File: config.mk
export PLATFORM = sky130hd
export DESIGN_NAME = crc32_frame_receiver_flat
export DESIGN_NICKNAME = d
export VERILOG_FILES = /design/src/hw/rtl/crcfr_pkg.sv /design/src/hw/rtl/crcfr_if.sv /design/src/hw/rtl/crcfr_deframer.sv /design/src/hw/rtl/crcfr_result_fifo.sv /design/src/hw/rtl/crc32_frame_receiver.sv /design/src/flat_wrapper.sv
export VERILOG_INCLUDE_DIRS = /design/src /design/src/hw/rtl
export SDC_FILE = /design/constraint.sdc
export NUM_CORES = 1
export LEC_CHECK = 0
export ABC_CLOCK_PERIOD_IN_PS = 4250
export BUFFER_PORTS_ARGS = -buffer_cell sky130_fd_sc_hd__buf_2
export CAP_MARGIN = 25
export CORE_MARGIN = 1.5
export CORE_UTILIZATION = 45
export CTS_CLUSTER_SIZE = 28
export DETAILED_ROUTE_END_ITERATION = 10
export GPL_ROUTABILITY_DRIVEN = 0
export PLACE_DENSITY = 0.72
export SYNTH_ARGS = -nofsm -noshare
export SYNTH_HDL_FRONTEND = slang
export SYNTH_SLANG_ARGS = --single-unit
File: constraint.sdc
create_clock -name clk -period 4.25 [get_ports clk]
set_input_delay 0.425 -clock clk [delete_from_list [all_inputs] [get_ports clk]]
set_output_delay 0.425 -clock clk [all_outputs]
set_load 0.05 [all_outputs]
File: src/hw/rtl/assert_macros.svh
// assertion macros used by the top-level rtl file
// no dependencies; compiled out when SYNTHESIS is defined
`ifndef ASSERT_MACROS_SVH
`define ASSERT_MACROS_SVH

`ifndef SYNTHESIS

`define ASSERT_ALWAYS(label, clk, rst_n, prop) \
	label: assert property (@(posedge clk) disable iff (!rst_n) (prop)) \
		else $error("assertion failed");

`define ASSERT_IMPLY(label, clk, rst_n, ante, cons) \
	label: assert property (@(posedge clk) disable iff (!rst_n) (ante) |-> (cons)) \
		else $error("assertion failed");

`else

`define ASSERT_ALWAYS(label, clk, rst_n, prop)

`define ASSERT_IMPLY(label, clk, rst_n, ante, cons)

`endif

`endif

File: src/hw/rtl/crcfr_pkg.sv
// types, codes and crc function of the crc32 frame receiver
// no dependencies
`default_nettype none

package crcfr_pkg;

	localparam int TRAILER_LEN = 4;
	localparam int POS_W       = 3;
	localparam logic [POS_W-1:0] POS_TRAILER = POS_W'(TRAILER_LEN);
	localparam logic [POS_W-1:0] POS_MAX     = 3'd6;

	localparam logic [31:0] CRC_POLY = 32'hEDB88320;
	localparam logic [31:0] CRC_INIT = 32'hFFFFFFFF;

	localparam int CFG_IDX_W  = 1;
	localparam int CFG_DATA_W = 8;
	localparam logic [CFG_IDX_W-1:0] CFG_CONTROL_TYPE = 1'b0;
	localparam logic [CFG_IDX_W-1:0] CFG_DATA_TYPE    = 1'b1;
	localparam logic [7:0] CONTROL_TYPE_RESET = 8'd0;
	localparam logic [7:0] DATA_TYPE_RESET    = 8'd1;

	localparam logic KIND_PAYLOAD = 1'b0;
	localparam logic KIND_VERDICT = 1'b1;

	localparam logic [1:0] STATUS_OK       = 2'd0;
	localparam logic [1:0] STATUS_CRC_BAD  = 2'd1;
	localparam logic [1:0] STATUS_BAD_TYPE = 2'd2;

	localparam logic [1:0] ROUTE_DATA    = 2'd0;
	localparam logic [1:0] ROUTE_CONTROL = 2'd1;
	localparam logic [1:0] ROUTE_FAILURE = 2'd2;
	localparam logic [1:0] ROUTE_DROPPED = 2'd3;

	localparam int FIFO_DEPTH = 4;
	localparam int FIFO_PTR_W = $clog2(FIFO_DEPTH);
	localparam int FIFO_CNT_W = $clog2(FIFO_DEPTH + 1);

	typedef struct packed {
		logic       result_kind;
		logic [7:0] payload_byte;
		logic [7:0] msg_id;
		logic [1:0] status;
		logic [1:0] route;
		logic       end_of_run;
	} result_t;

	typedef struct packed {
		logic [1:0] count;
		result_t    first;
		result_t    second;
	} push_t;

	typedef struct packed {
		logic                  room;
		logic [FIFO_CNT_W-1:0] count;
	} fifo_stat_t;

	function automatic logic [31:0] crc_feed(input logic [31:0] c, input logic [7:0] b);
		logic [31:0] r;
		r = c ^ {24'd0, b};
		for (int k = 0; k < 8; k++) begin
			if (r[0]) begin
				r = (r >> 1) ^ CRC_POLY;
			end else begin
				r = r >> 1;
			end
		end
		return r;
	endfunction

endpackage

`default_nettype wire

File: src/hw/rtl/crcfr_if.sv
// valid/ready stream interfaces for frame bytes and result items
// no dependencies
`default_nettype none

interface crcfr_in_if;
	logic       valid;
	logic       ready;
	logic [7:0] data_byte;
	logic       last_byte;

	modport source (output valid, output data_byte, output last_byte, input ready);
	modport sink   (input valid, input data_byte, input last_byte, output ready);
endinterface

interface crcfr_out_if;
	logic       valid;
	logic       ready;
	logic       result_kind;
	logic [7:0] payload_byte;
	logic [7:0] msg_id;
	logic [1:0] status;
	logic [1:0] route;
	logic       end_of_run;

	modport source (output valid, output result_kind, output payload_byte,
		output msg_id, output status, output route, output end_of_run,
		input ready);
	modport sink (input valid, input result_kind, input payload_byte,
		input msg_id, input status, input route, input end_of_run,
		output ready);
endinterface

`default_nettype wire

File: src/hw/rtl/crcfr_deframer.sv
// input register, frame state, crc check and result generation
// depends on crcfr_pkg and crcfr_if
`default_nettype none

module crcfr_deframer (
	input  logic                                clk,
	input  logic                                arst_n,
	input  logic                                cfg_wen,
	input  logic [crcfr_pkg::CFG_IDX_W-1:0]     cfg_index,
	input  logic [crcfr_pkg::CFG_DATA_W-1:0]    cfg_data,
	crcfr_in_if.sink                            frames,
	input  crcfr_pkg::fifo_stat_t               fifo_stat,
	output crcfr_pkg::push_t                    push
);
	import crcfr_pkg::*;

	logic             valid_s1;
	logic [7:0]       byte_s1;
	logic             last_s1;
	logic             fire;

	logic [7:0]       control_type_q;
	logic [7:0]       data_type_q;

	logic [31:0]      crc_q;
	logic [POS_W-1:0] pos_q;
	logic [7:0]       delay_q [TRAILER_LEN];
	logic [7:0]       type_q;
	logic [7:0]       tid_q;

	logic [31:0]      crc_next;
	logic [7:0]       leaving;
	logic [31:0]      recv;
	logic             pay_valid;
	logic             verdict_valid;
	logic             is_ctrl;
	result_t          pay_res;
	result_t          verdict_res;

	assign fire         = valid_s1 && fifo_stat.room;
	assign frames.ready = !valid_s1 || fifo_stat.room;

	always_ff @(posedge clk or negedge arst_n) begin
		if (!arst_n) begin
			valid_s1 <= 1'b0;
		end else if (frames.ready) begin
			valid_s1 <= frames.valid;
		end
	end

	always_ff @(posedge clk) begin
		if (frames.ready && frames.valid) begin
			byte_s1 <= frames.data_byte;
			last_s1 <= frames.last_byte;
		end
	end

	always_ff @(posedge clk or negedge arst_n) begin
		if (!arst_n) begin
			control_type_q <= CONTROL_TYPE_RESET;
			data_type_q    <= DATA_TYPE_RESET;
		end else if (cfg_wen) begin
			unique case (cfg_index)
				CFG_CONTROL_TYPE: control_type_q <= cfg_data;
				CFG_DATA_TYPE:    data_type_q    <= cfg_data;
			endcase
		end
	end

	assign leaving       = delay_q[0];
	assign crc_next      = (pos_q >= POS_TRAILER) ? crc_feed(crc_q, leaving) : crc_q;
	assign recv          = {delay_q[1], delay_q[2], delay_q[3], byte_s1};
	assign pay_valid     = (pos_q == POS_MAX);
	assign verdict_valid = last_s1 && (pos_q >= POS_TRAILER);
	assign is_ctrl       = (type_q == control_type_q);

	always_comb begin
		pay_res              = '0;
		pay_res.result_kind  = KIND_PAYLOAD;
		pay_res.payload_byte = leaving;
		pay_res.msg_id       = tid_q;
		pay_res.end_of_run   = !last_s1;

		verdict_res             = '0;
		verdict_res.result_kind = KIND_VERDICT;
		verdict_res.msg_id      = tid_q;
		verdict_res.end_of_run  = 1'b1;
		priority if (~crc_next != recv) begin
			verdict_res.status = STATUS_CRC_BAD;
			verdict_res.route  = is_ctrl ? ROUTE_DROPPED : ROUTE_FAILURE;
		end else if (is_ctrl) begin
			verdict_res.status = STATUS_OK;
			verdict_res.route  = ROUTE_CONTROL;
		end else if (type_q == data_type_q) begin
			verdict_res.status = STATUS_OK;
			verdict_res.route  = ROUTE_DATA;
		end else begin
			verdict_res.status = STATUS_BAD_TYPE;
			verdict_res.route  = ROUTE_FAILURE;
		end
	end

	always_comb begin
		push.count  = fire ? ({1'b0, pay_valid} + {1'b0, verdict_valid}) : 2'd0;
		push.first  = pay_valid ? pay_res : verdict_res;
		push.second = verdict_res;
	end

	always_ff @(posedge clk or negedge arst_n) begin
		if (!arst_n) begin
			crc_q  <= CRC_INIT;
			pos_q  <= '0;
			type_q <= '0;
			tid_q  <= '0;
			for (int i = 0; i < TRAILER_LEN; i++) begin
				delay_q[i] <= '0;
			end
		end else if (fire) begin
			if (last_s1) begin
				crc_q  <= CRC_INIT;
				pos_q  <= '0;
				type_q <= '0;
				tid_q  <= '0;
				for (int i = 0; i < TRAILER_LEN; i++) begin
					delay_q[i] <= '0;
				end
			end else begin
				crc_q <= crc_next;
				if (pos_q < POS_MAX) begin
					pos_q <= pos_q + 1'b1;
				end
				if (pos_q == '0) begin
					type_q <= byte_s1;
				end
				if (pos_q == POS_W'(1)) begin
					tid_q <= byte_s1;
				end
				for (int i = 0; i < TRAILER_LEN - 1; i++) begin
					delay_q[i] <= delay_q[i + 1];
				end
				delay_q[TRAILER_LEN - 1] <= byte_s1;
			end
		end
	end

endmodule

`default_nettype wire

File: src/hw/rtl/crcfr_result_fifo.sv
// small result queue, takes up to two results a cycle, gives one
// depends on crcfr_pkg and crcfr_if
`default_nettype none

module crcfr_result_fifo (
	input  logic                    clk,
	input  logic                    arst_n,
	input  crcfr_pkg::push_t        push,
	output crcfr_pkg::fifo_stat_t   fifo_stat,
	crcfr_out_if.source             results
);
	import crcfr_pkg::*;

	result_t               mem_q [FIFO_DEPTH];
	logic [FIFO_PTR_W-1:0] wr_ptr_q;
	logic [FIFO_PTR_W-1:0] rd_ptr_q;
	logic [FIFO_CNT_W-1:0] count_q;
	logic [FIFO_PTR_W-1:0] wr_ptr_1;
	logic                  pop;
	result_t               head;

	assign wr_ptr_1 = wr_ptr_q + 1'b1;
	assign pop      = results.valid && results.ready;
	assign head     = mem_q[rd_ptr_q];

	assign fifo_stat.room  = (count_q <= FIFO_CNT_W'(FIFO_DEPTH - 2));
	assign fifo_stat.count = count_q;

	assign results.valid        = (count_q != '0);
	assign results.result_kind  = head.result_kind;
	assign results.payload_byte = head.payload_byte;
	assign results.msg_id       = head.msg_id;
	assign results.status       = head.status;
	assign results.route        = head.route;
	assign results.end_of_run   = head.end_of_run;

	always_ff @(posedge clk) begin
		if (push.count != 2'd0) begin
			mem_q[wr_ptr_q] <= push.first;
		end
		if (push.count == 2'd2) begin
			mem_q[wr_ptr_1] <= push.second;
		end
	end

	always_ff @(posedge clk or negedge arst_n) begin
		if (!arst_n) begin
			wr_ptr_q <= '0;
			rd_ptr_q <= '0;
			count_q  <= '0;
		end else begin
			wr_ptr_q <= wr_ptr_q + FIFO_PTR_W'(push.count);
			if (pop) begin
				rd_ptr_q <= rd_ptr_q + 1'b1;
			end
			count_q <= count_q + FIFO_CNT_W'(push.count) - FIFO_CNT_W'(pop);
		end
	end

endmodule

`default_nettype wire

File: src/hw/rtl/crc32_frame_receiver.sv
// top level of the crc32 frame receiver
// depends on crcfr_pkg, crcfr_if, crcfr_deframer, crcfr_result_fifo, assert_macros.svh
//
// channel   dir   transaction
// frames    in    one frame byte with its last-byte mark
// results   out   one payload byte or one end-of-frame verdict
// cfg       in    write of a type code register, no handshake
//
// one byte a cycle sustained while the queue has room; a byte waits in the input register,
// then its results land in a four-entry queue and show the next cycle
// the last byte of a frame of seven or more bytes gives two results, so the
// queue takes in more results than it can give out at each frame end
// reset clears frame state and the queue, loads type code defaults; no clearing pass
// a stalled result side fills the queue, then holds the input register and ready
`default_nettype none
`include "assert_macros.svh"

module crc32_frame_receiver (
	input  logic                                clk,
	input  logic                                arst_n,
	input  logic                                cfg_wen,
	input  logic [crcfr_pkg::CFG_IDX_W-1:0]     cfg_index,
	input  logic [crcfr_pkg::CFG_DATA_W-1:0]    cfg_data,
	crcfr_in_if.sink                            frames,
	crcfr_out_if.source                         results
);
	import crcfr_pkg::*;

	push_t      push;
	fifo_stat_t fifo_stat;

	crcfr_deframer u_deframer (
		.clk       (clk),
		.arst_n    (arst_n),
		.cfg_wen   (cfg_wen),
		.cfg_index (cfg_index),
		.cfg_data  (cfg_data),
		.frames    (frames),
		.fifo_stat (fifo_stat),
		.push      (push)
	);

	crcfr_result_fifo u_result_fifo (
		.clk       (clk),
		.arst_n    (arst_n),
		.push      (push),
		.fifo_stat (fifo_stat),
		.results   (results)
	);

	`ASSERT_ALWAYS(a_fifo_bound, clk, arst_n, fifo_stat.count <= FIFO_CNT_W'(FIFO_DEPTH))
	`ASSERT_IMPLY(a_push_room, clk, arst_n, push.count != 2'd0, fifo_stat.room)
	`ASSERT_IMPLY(a_pair_order, clk, arst_n, push.count == 2'd2, push.first.result_kind == KIND_PAYLOAD && push.second.result_kind == KIND_VERDICT)
	`ASSERT_IMPLY(a_verdict_ends, clk, arst_n, results.valid && results.result_kind == KIND_VERDICT, results.end_of_run && results.payload_byte == 8'd0)

endmodule

`default_nettype wire
File: src/flat_wrapper.sv
// flat-port wrapper written by rule: the top's interface ports become plain ports
module crc32_frame_receiver_flat import crcfr_pkg::*;
  (clk, arst_n, cfg_wen, cfg_index, cfg_data, frames_valid, frames_data_byte, frames_last_byte, frames_ready, results_valid, results_result_kind, results_payload_byte, results_msg_id, results_status, results_route, results_end_of_run, results_ready);
  crcfr_in_if frames_i ();
  crcfr_out_if results_i ();
  input  logic clk;
  input  logic arst_n;
  input  logic cfg_wen;
  input  logic [crcfr_pkg::CFG_IDX_W-1:0] cfg_index;
  input  logic [crcfr_pkg::CFG_DATA_W-1:0] cfg_data;
  input wire logic [$bits(frames_i.valid)-1:0] frames_valid;
  input wire logic [$bits(frames_i.data_byte)-1:0] frames_data_byte;
  input wire logic [$bits(frames_i.last_byte)-1:0] frames_last_byte;
  output wire logic [$bits(frames_i.ready)-1:0] frames_ready;
  output wire logic [$bits(results_i.valid)-1:0] results_valid;
  output wire logic [$bits(results_i.result_kind)-1:0] results_result_kind;
  output wire logic [$bits(results_i.payload_byte)-1:0] results_payload_byte;
  output wire logic [$bits(results_i.msg_id)-1:0] results_msg_id;
  output wire logic [$bits(results_i.status)-1:0] results_status;
  output wire logic [$bits(results_i.route)-1:0] results_route;
  output wire logic [$bits(results_i.end_of_run)-1:0] results_end_of_run;
  input wire logic [$bits(results_i.ready)-1:0] results_ready;
  assign frames_i.valid = frames_valid;
  assign frames_i.data_byte = frames_data_byte;
  assign frames_i.last_byte = frames_last_byte;
  assign frames_ready = frames_i.ready;
  assign results_valid = results_i.valid;
  assign results_result_kind = results_i.result_kind;
  assign results_payload_byte = results_i.payload_byte;
  assign results_msg_id = results_i.msg_id;
  assign results_status = results_i.status;
  assign results_route = results_i.route;
  assign results_end_of_run = results_i.end_of_run;
  assign results_i.ready = results_ready;
  crc32_frame_receiver u_core (.clk(clk), .arst_n(arst_n), .cfg_wen(cfg_wen), .cfg_index(cfg_index), .cfg_data(cfg_data), .frames(frames_i), .results(results_i));
endmodule
==> metrics.sh, run 1 <==
SYNTHFLOPTYPE='sky130_fd_sc_hd__dfrtp_1'
INITIALDRTVIOLATIONCOUNT=774
DRT-TOTAL-WL_MM=26.6
SYNTH_TOP_CELLS_BY_AREA='sky130_fd_sc_hd__dfrtp_1 17%, sky130_fd_sc_hd__edfxtp_1 16%, sky130_fd_sc_hd__dfstp_2 8.0%, sky130_fd_sc_hd__dfxtp_1 7.4%, sky130_fd_sc_hd__nand2_1 5.0%'
CPLARGESTDELAYFAMILY='XOR/XNOR gates'
CP.BUFFERS_INVERTERS=0
FIN_CRIT_NS=3.53
PATH_DEPTH=8
ANTENNA_FOUND_INITIAL=0
WORST_SETUP_HOLD_PATH_CLK_SLEW_NS=0.07
FINAL-INSTANCE-COUNT-EXCL-FILL=1323
CRITICAL_PATH_SOURCE_TYPE='flop'
SYNTH_SEQUENTIAL_AREA_RATIO_PCT=48.5
TNS_NS=0
SYNTH.FF_LATCH_COUNT=204
STARTPOINT='u_core.u_deframer.leaving[0]'
CLOCK_TREE_FROM_TRITONCTS='done'
DIE_HEIGHT_UM=158
GRT_SETUP_UNREPAIRED='no'
CTS_SETUP_BUFFERS=0
CLK_ROOT_BUFFER_CELL='sky130_fd_sc_hd__clkbuf_16'
PEAKVDDDROP_mV=0.443
DRC_VIOLS=0
SYNTH.DISTINCT_CELLS=64
FINALINSTANCEAREA_MM2=0.0121
VIAS_PER_CELL=5.67
PORTBUFFERS=46
WORSTSKEWPAIRLATENCY_NS=0.54
GRT_FIRST_PASS_WIRELENGTH_MM=41.9
POWER_PER_CELL_AREA_mW_PER_MM2=892
YOSYS.AREA_SHARE.XOR_XNOR_PCT=14.5
DPL.HPWL_MM=18.2
CRITICAL_PATH_CLASS='reg -> reg'
SYN_AREA_MM2=0.0108
FINALSETUPVIOLATIONS=0
SYNTH_AREA_PER_CELL_UM2=11.3
LAYOUT_COMMON_CELLS='144 x sky130_fd_sc_hd__nand2_1, 74 x sky130_fd_sc_hd__dfrtp_1, 59 x sky130_fd_sc_hd__xnor2_1'
SWITCHINGPOWER_W=0.00455
SETUP_SLACK_AFTER_PLACEMENT_NS=0.819
CTS.PATH.MAX_BUFFERS=3
PLACEMENT.CELL_AREA_MM2=0.0113
SYNTHCELLS=955
MAXSLEWVIOLCOUNT=0
CORE_AREA_MM2=0.0235
CELLINTERNALPOWER_W=0.00622
ROUTED_WIRE_LENGTH_PER_INSTANCE_UM=20.1
CRITPATHMAXFANOUT=8
START_UTIL_PCT=45.9
FF_TO_FF_START='u_core.u_deframer.leaving[0]'
FLOW.AREA_GROWTH_FROM_SYNTHESIS_PCT=12.1
WORST_CLOCK_SKEW_NS=0.0188
LARGEST_FAMILY_OF_LOGIC_CELLS_BY_SYNTHESIZED_AREA='simple AND/OR/NAND/NOR gates'
LEAST_SETUP_SLACK_ACROSS_ALL_PATHS_AFTER_LAYOUT_NS=0.718
LAYOUT_COMMONEST_CELL='sky130_fd_sc_hd__nand2_1'
WORST_R2R_PATH_DEPTH=8
SYNTH_LARGEST_TYPE_AREA_FRACTION_PCT=17.2
SYNTH_ENABLE_FLOP_CELLS=57
NUMBER_OF_OPTIMIZATION_ITERATIONS_IN_THE_FIRST_DETAILED_ROUTE_PASS=8
DIE_W_UM=158
PATH_CELLS='xnor2_4, xnor2_1, xnor3_1, mux2i_1, a211oi_1, nand4_1, nor4_2, a21oi_1'
IOS=47
YOSYSWARNINGCOUNT=0
ENDPOINT='u_core.u_result_fifo.mem_q[1][2]'
H_TREE_LVLS=1
FINAL-HOLD-VIOLATION-COUNT=0
AGGREGATE_GLOBAL_ROUTE_RESOURCE_USAGE_PCT=21.9
DRIVE_GT1_SHARE_PCT=19.5
SYNTHDOMINANTAREACELLTYPE='sky130_fd_sc_hd__dfrtp_1'
POST-PLACE-CELLS=1279
SYNTHADDERAREAFRAC_PCT=1.11
CRITPATHCAPTURETYPE='flop'
WORSTMARGINPINSLEW_NS=0.811
GRT_PASS1_VIAS=7270
GRT_MAX_DEGREE=68
POWER.CLOCK.FRACTION_PCT=18.1
CRIT_REQUIRED_NS=4.49
LKG_PWR_nW=4.97
STATUS='completed'
WORST-ENDPOINT-ARRIVAL_NS=3.77
NUMCTSBUFFERS=23
SHARE_SEQ_OF_TOTAL_POWER_PCT=29.8
SYNTH_MUX_AREA_SHARE_PCT=7.01
MAX_CAP_VIOLATIONS=0
FINALHOLDWORSTSLACK_NS=0.0809
FMAX_GHz=0.283
POSTROUTEANTENNANETS=0
CRIT_PATH_TOP_DELAY_CELL='sky130_fd_sc_hd__xnor2_1'
MIN-DELAY-PATH-CLASS='in -> reg'
DIE_AREA_MM2=0.0249
NUMCLOCKSINKS=204
ROWS=56
COMB_POWER_SHARE_PCT=52.2
YOSYS.AREA_SHARE.SIMPLE_PCT=15.3
SYNTH_ASYNC_SR_FLOP_SHARE_PCT=52.5
GLOBALROUTE.TOTALOVERFLOW=0
TIMING.CRITICAL_PATH.SLOWEST_CELL_DELAY_NS=0.60
TIMING.FINAL.CRIT_SHARE_PCT=83.1
SYNTH_COMPOUND_AREA_SHARE_PCT=11.1
MAX_SLEW_MARGIN_VS_LIMIT_PCT=45.9
WORST_R2R_END='u_core.u_result_fifo.mem_q[1][2]'
LAYOUT.NETS=1019
SETUP.REG_TO_REG.WORST_SLACK_NS=0.72
SYNTH_FP_NETS=987
DIODES=0
POWER.SHARE.SWITCHING_PCT=42.3
NUM_VIAS=7498
==> kinds of logic (layout without fill, tap and decap cells) <==
group / after synthesis / after routing
AND/OR/NAND/NOR: 332 / 332
AO/OA/AOI/OAI: 174 / 174
XOR/XNOR: 120 / 120
adder cells (fa/ha/maj): 9 / 9
buffers and inverters: 70 / 119
flip-flops: 204 / 204
multiplexers: 46 / 46
==> registers in the layout, summed over array words and instances, names as in the netlist, 3 cells and up <==
signal,count
u_core.u_deframer.leaving,8
u_core.u_deframer.crc_q,32
u_core.u_deframer.control_type_q,8
u_core.u_deframer.tid_q,8
u_core.u_deframer.byte_s1,8
u_core.u_deframer.delay_q,24
u_core.u_result_fifo.mem_q,88
u_core.u_deframer.pos_q,3
u_core.u_deframer.type_q,8
u_core.u_deframer.data_type_q,8
u_core.u_result_fifo.count_q,3
==> worst reg2reg max path: cells and delay by family (launching register included) <==
family	cells	cell delay (ns)
simple gates	2	0.79
mux	1	0.14
flops	1	0.53
xor+xnor	3	1.46
compound gates	2	0.32
==> synth_stat cells, types with 5 or more instances <==
| cell type | count |
|---|---|
| sky130_fd_sc_hd__nand3_1 | 36 |
| sky130_fd_sc_hd__mux2_2 | 16 |
| sky130_fd_sc_hd__clkbuf_1 | 47 |
| sky130_fd_sc_hd__mux2i_1 | 8 |
| sky130_fd_sc_hd__or2_2 | 8 |
| sky130_fd_sc_hd__a22oi_1 | 21 |
| sky130_fd_sc_hd__nand2b_1 | 6 |
| sky130_fd_sc_hd__xnor2_1 | 59 |
| sky130_fd_sc_hd__xnor3_1 | 23 |
| sky130_fd_sc_hd__o22a_1 | 31 |
| sky130_fd_sc_hd__o21ai_0 | 21 |
| sky130_fd_sc_hd__buf_1 | 7 |
| sky130_fd_sc_hd__ha_1 | 8 |
| sky130_fd_sc_hd__xor2_1 | 24 |
| sky130_fd_sc_hd__nor2_1 | 38 |
| sky130_fd_sc_hd__xnor2_4 | 5 |
| sky130_fd_sc_hd__and2_1 | 36 |
| sky130_fd_sc_hd__dfstp_2 | 33 |
| sky130_fd_sc_hd__mux4_2 | 22 |
| sky130_fd_sc_hd__dfrtp_1 | 74 |
| sky130_fd_sc_hd__edfxtp_1 | 57 |
| sky130_fd_sc_hd__inv_1 | 11 |
| sky130_fd_sc_hd__a21oi_1 | 58 |
| sky130_fd_sc_hd__a211o_1 | 8 |
| sky130_fd_sc_hd__a31oi_1 | 9 |
| sky130_fd_sc_hd__nor3_1 | 5 |
| sky130_fd_sc_hd__dfxtp_1 | 40 |
| sky130_fd_sc_hd__nand2_1 | 145 |
| sky130_fd_sc_hd__nand3b_1 | 32 |
| sky130_fd_sc_hd__nor4_1 | 5 |
==> area by class of cell <==
cell class                      instances  area [µm²]
Clock buffer                           32         639
Clock inverter                         10        93.8
Fill cell                            2058       11400
Inverter                               12        45.0
Multi-Input combinational cell        681        5280
Sequential cell                       204        5230
Tap cell                              319         399
Timing Repair Buffer                   65         398
==> power by group through the flow <==
| stage | Clock [W] | Sequential (W) | Combinational [W] |
|---|---|---|---|
| 2_1_floorplan | 0 | 0.00291 | 0.00445 |
| 3_3_place_gp | 0 | 0.00324 | 0.00541 |
| 3_5_place_dp | 0 | 0.00325 | 0.00546 |
| 4_1_cts | 0.00197 | 0.00322 | 0.00551 |
| 5_1_grt | 0.00205 | 0.00326 | 0.00596 |
| 6_report | 0.00195 | 0.00321 | 0.00562 |
==> how the worst min path moves through the flow <==
stage	endpoint	slack, ns	start	depth (start not counted)
finish	u_core.u_deframer.byte_s1[6]	0.08	frames_data_byte[6]	1
global placement	u_core.u_result_fifo.mem_q[0][21]	0.43	u_core.u_result_fifo.mem_q[0][21]	2
global route	u_core.u_deframer.byte_s1[4]	0.07	frames_data_byte[4]	1
CTS	u_core.u_deframer.byte_s1[6]	0.07	frames_data_byte[6]	1
detailed placement	u_core.u_result_fifo.mem_q[3][21]	0.44	u_core.u_result_fifo.mem_q[3][21]	2
floorplan	u_core.u_deframer.control_type_q[0]	0.13	arst_n	0
==> per-layer routing <==
metal | GRT usage [%] | share of wire [%] | vias to the layer above
met5 | 0 | 0 | -
met4 | 6.11 | 2.0 | 0
met3 | 3.94 | 7.5 | 52
met2 | 34.4 | 46 | 292
met1 | 31.2 | 44 | 3681
li1 | - | - | 3473
==> stage by stage <==
stage | total power, W | util [%]
6_report | 0.0108 | 51.5
5_1_grt | 0.0113 | 51.5
4_1_cts | 0.0107 | 51.4
3_5_place_dp | 0.00871 | 48.2
3_3_place_gp | 0.00865 | 48.2
2_1_floorplan | 0.00736 | -
==> what timing repair did <==
item,in CTS,in global routing
hold buffers,1,0
hold endpoints to repair,30,0
gates resized for setup,0,0
(Power assumes the default switching activity.)
==> run 2: changes to the inputs <==
--- a/config.mk
+++ b/config.mk
@@ -6,7 +6,7 @@
 export SDC_FILE = /design/constraint.sdc
 export NUM_CORES = 1
 export LEC_CHECK = 0
-export ABC_CLOCK_PERIOD_IN_PS = 4250
+export ABC_CLOCK_PERIOD_IN_PS = 3050
 export BUFFER_PORTS_ARGS = -buffer_cell sky130_fd_sc_hd__buf_2
 export CAP_MARGIN = 25
 export CORE_MARGIN = 1.5
@@ -14,7 +14,7 @@
 export CTS_CLUSTER_SIZE = 28
 export DETAILED_ROUTE_END_ITERATION = 10
 export GPL_ROUTABILITY_DRIVEN = 0
-export PLACE_DENSITY = 0.72
+export PLACE_DENSITY = 0.75
 export SYNTH_ARGS = -nofsm -noshare
 export SYNTH_HDL_FRONTEND = slang
 export SYNTH_SLANG_ARGS = --single-unit
==> constraint.sdc (replaced) <==
create_clock -name clk -period 3.05 [get_ports clk]
set_input_delay 0.305 -clock clk [delete_from_list [all_inputs] [get_ports clk]]
set_output_delay 0.305 -clock clk [all_outputs]
set_load 0.05 [all_outputs]
==> run 2 against run 1 <==
Sequential cell count unchanged; largest cell class unchanged; non-clock buffer count grew 82; combinational power rose by 69%; sequential power grew 36%; total power increased by 53%; utilization is 3.4 points higher; routed wire length up 5.0%; the run now ends with setup timing left; fmax increased by 14%; highest routed layer unchanged; clock skew grew 0.0037 ns.
==> metrics.sh, run 2 (same netlist as run 1, synthesis figures left out) <==
DIE_HEIGHT_UM=158
TIMING.FINAL.CRIT_SHARE_PCT=101
COMB_POWER_SHARE_PCT=57.6
LAYOUT.NETS=1100
CRIT_REQUIRED_NS=3.26
FINAL-SEQ-AREA_MM2=0.00523
ANTENNA_FOUND_INITIAL=0
CORE_AREA_MM2=0.0235
POWER.SHARE.SWITCHING_PCT=40.3
FINAL-HOLD-VIOLATION-COUNT=0
CELLINTERNALPOWER_W=0.00983
DIODES=0
CRITPATHCAPTURETYPE='flop'
GRT_SETUP_UNREPAIRED='yes'
NUMCTSBUFFERS=22
DRT-TOTAL-WL_MM=28.0
START_UTIL_PCT=45.9
NUMCLOCKSINKS=204
CRIT_PATH_TOP_DELAY_CELL='sky130_fd_sc_hd__dfrtp_1'
LEAST_SETUP_SLACK_ACROSS_ALL_PATHS_AFTER_LAYOUT_NS=-0.0381
FINALSETUPVIOLATIONS=5
CP.BUFFERS_INVERTERS=3
CTS.PATH.MAX_BUFFERS=3
CRITPATHMAXFANOUT=6
ROWS=56
WORST-ENDPOINT-ARRIVAL_NS=3.29
GLOBALROUTE.TOTALOVERFLOW=0
SWITCHINGPOWER_W=0.00665
IOS=47
HOLD_DEPTH=2
MULTIINPUTGATEAREA_MM2=0.00543
PORTBUFFERS=46
PATH_DEPTH=11
WORSTMARGINPINSLEW_NS=0.985
H_TREE_LVLS=1
ROUTED_WIRE_LENGTH_PER_INSTANCE_UM=19.9
REG.LARGEST.LIST='u_core.u_result_fifo.mem_q: 88 flops, u_core.u_deframer.crc_q: 32 flops, u_core.u_deframer.delay_q: 24 flops'
LKG_PWR_nW=5.38
DRIVE_GT1_SHARE_PCT=25.7
MAX_CAP_VIOLATIONS=0
LAYOUT_COMMONEST_CELL='sky130_fd_sc_hd__nand2_1'
DIE_AREA_MM2=0.0249
GRT_FIRST_PASS_WIRELENGTH_MM=43.3
CLOCK_TREE_FROM_TRITONCTS='done'
MIN-DELAY-PATH-CLASS='in -> reg'
PEAKVDDDROP_mV=0.676
DIE_W_UM=158
WORST_CLOCK_SKEW_NS=0.0225
LAYOUT_COMMON_CELLS='144 x sky130_fd_sc_hd__nand2_1, 82 x sky130_fd_sc_hd__buf_4, 73 x sky130_fd_sc_hd__dfrtp_1'
NUM_VIAS=7999
POSTROUTEANTENNANETS=0
LARGEST_REGISTER_FFS=88
POST-LAYOUT-TOTAL-POWER_W=0.0165
PATH_CELLS='buf_4, xnor3_1, xnor3_2, xnor2_1, a21oi_1, a2111oi_4, buf_4, nand4_1, nor4_2, buf_4, a21oi_1'
CRITICAL_PATH_SOURCE_TYPE='flop'
POWER_PER_CELL_AREA_mW_PER_MM2=1280
CPLARGESTDELAYFAMILY='XOR/XNOR gates'
CPMOSTUSEDCELL='sky130_fd_sc_hd__buf_4'
FLOW.AREA_GROWTH_FROM_SYNTHESIS_PCT=19.6
NUMBER_OF_OPTIMIZATION_ITERATIONS_IN_THE_FIRST_DETAILED_ROUTE_PASS=5
FIN_CRIT_NS=3.09
TOP_REGISTER='u_core.u_result_fifo.mem_q'
FINAL_CORE_UTIL_PCT=54.9
GRT_MAX_DEGREE=68
MAXSLEWVIOLCOUNT=0
TIMING.CRITICAL_PATH.SLOWEST_CELL_DELAY_NS=0.46
POWER.CLOCK.FRACTION_PCT=15.9
AGGREGATE_GLOBAL_ROUTE_RESOURCE_USAGE_PCT=22.7
GRT_PASS1_VIAS=7700
DRC_VIOLS=0
STATUS='complete, but fails checks'
WORST_SETUP_HOLD_PATH_CLK_SLEW_NS=0.06
VIAS_PER_CELL=5.70
VIOLATIONS='setup timing'
WORST_R2R_PATH_DEPTH=11
INITIALDRTVIOLATIONCOUNT=828
SHARE_SEQ_OF_TOTAL_POWER_PCT=26.5
SETUP_SLACK_AFTER_PLACEMENT_NS=-0.120
FILLER_CELL_COUNT=1937
MAX_SLEW_MARGIN_VS_LIMIT_PCT=33.9
WORSTSKEWPAIRLATENCY_NS=0.51
DPL.HPWL_MM=18.8
CLK_ROOT_BUFFER_CELL='sky130_fd_sc_hd__clkbuf_16'
CRITICAL_PATH_CLASS='reg -> reg'
FMAX_GHz=0.324
==> run 2: cell count changes in the layout (fill, tap and decap cells not counted), sizes merged <==
cell and delta:
clkinv +2, buf +72, dlygate4sd3 +10, clkbuf -2, bufinv +1, inv -3
==> run 2: worst paths after layout <==
| kind | endpoint | slack [ns] | startpoint |
|---|---|---|---|
| worst max-delay path | u_core.u_result_fifo.mem_q[3][2] | -0.04 | u_core.u_deframer.leaving[6] |
| worst min-delay path | u_core.u_deframer.control_type_q[3] | 0.04 | cfg_data[3] |
| worst max register to register | u_core.u_result_fifo.mem_q[3][2] | -0.04 | u_core.u_deframer.leaving[6] |
| worst min register to register | u_core.u_result_fifo.mem_q[0][21] | 0.44 | u_core.u_result_fifo.mem_q[0][21] |
| max in group asynchronous | u_core.u_deframer.crc_q[28] | 1.78 | arst_n |
| min in group asynchronous | u_core.u_deframer.leaving[1] | 0.46 | arst_n |
==> run 2: layout make-up <==
cell class / count / share of cell area (%)
clock inverter: 10 / 0.709
timing repair buffer: 147 / 8.37
sequential: 204 / 40.6
multi-input combinational: 681 / 42.1
clock buffer: 30 / 4.75
tap: 319 / 3.10
inverter: 12 / 0.350
==> run 2: what timing repair did <==
item / 4_1_cts / 5_1_grt
buffers inserted: 13 / 8
hold buffers: 11 / 0
endpoints found under the setup margin: 12 / 13
pin swaps: 9 / 12
gates resized for setup: 10 / 15
hold endpoints to repair: 43 / 0
==> run 2: layer usage <==
| metal | up-vias | wire length [µm] | global-route usage (%) | share of wire [%] |
|---|---|---|---|---|
| li1 | 3647 | - | - | - |
| met1 | 3961 | 11800 | 31.6 | 42 |
| met2 | 336 | 13300 | 36.5 | 48 |
| met3 | 55 | 2130 | 3.86 | 7.6 |
| met4 | 0 | 660 | 6.20 | 2.4 |
| met5 | - | 0 | 0 | 0 |
==> run 2: through the flow <==
step | hold WS, ns | TNS (ns) | cells | area [µm²]
2_1_floorplan | 0.00941 | 0 | 955 | 10800
3_3_place_gp | 0.431 | 0 | 1331 | 11800
3_5_place_dp | 0.436 | -0.844 | 1331 | 11800
4_1_cts | 0.0300 | 0 | 1395 | 12700
5_1_grt | 0.0256 | -1.63 | 1403 | 12900
6_report | 0.0368 | -0.146 | 1403 | 12900
==> run 2: power groups by stage <==
stage | clock (W) | sequential [W] | combinational (W)
after floorplan | 0 | 0.00405 | 0.00624
after global placement | 0 | 0.00434 | 0.00850
after detailed placement | 0 | 0.00437 | 0.00864
after CTS | 0.00266 | 0.00433 | 0.00911
after global routing | 0.00277 | 0.00443 | 0.0100
final | 0.00262 | 0.00436 | 0.00949
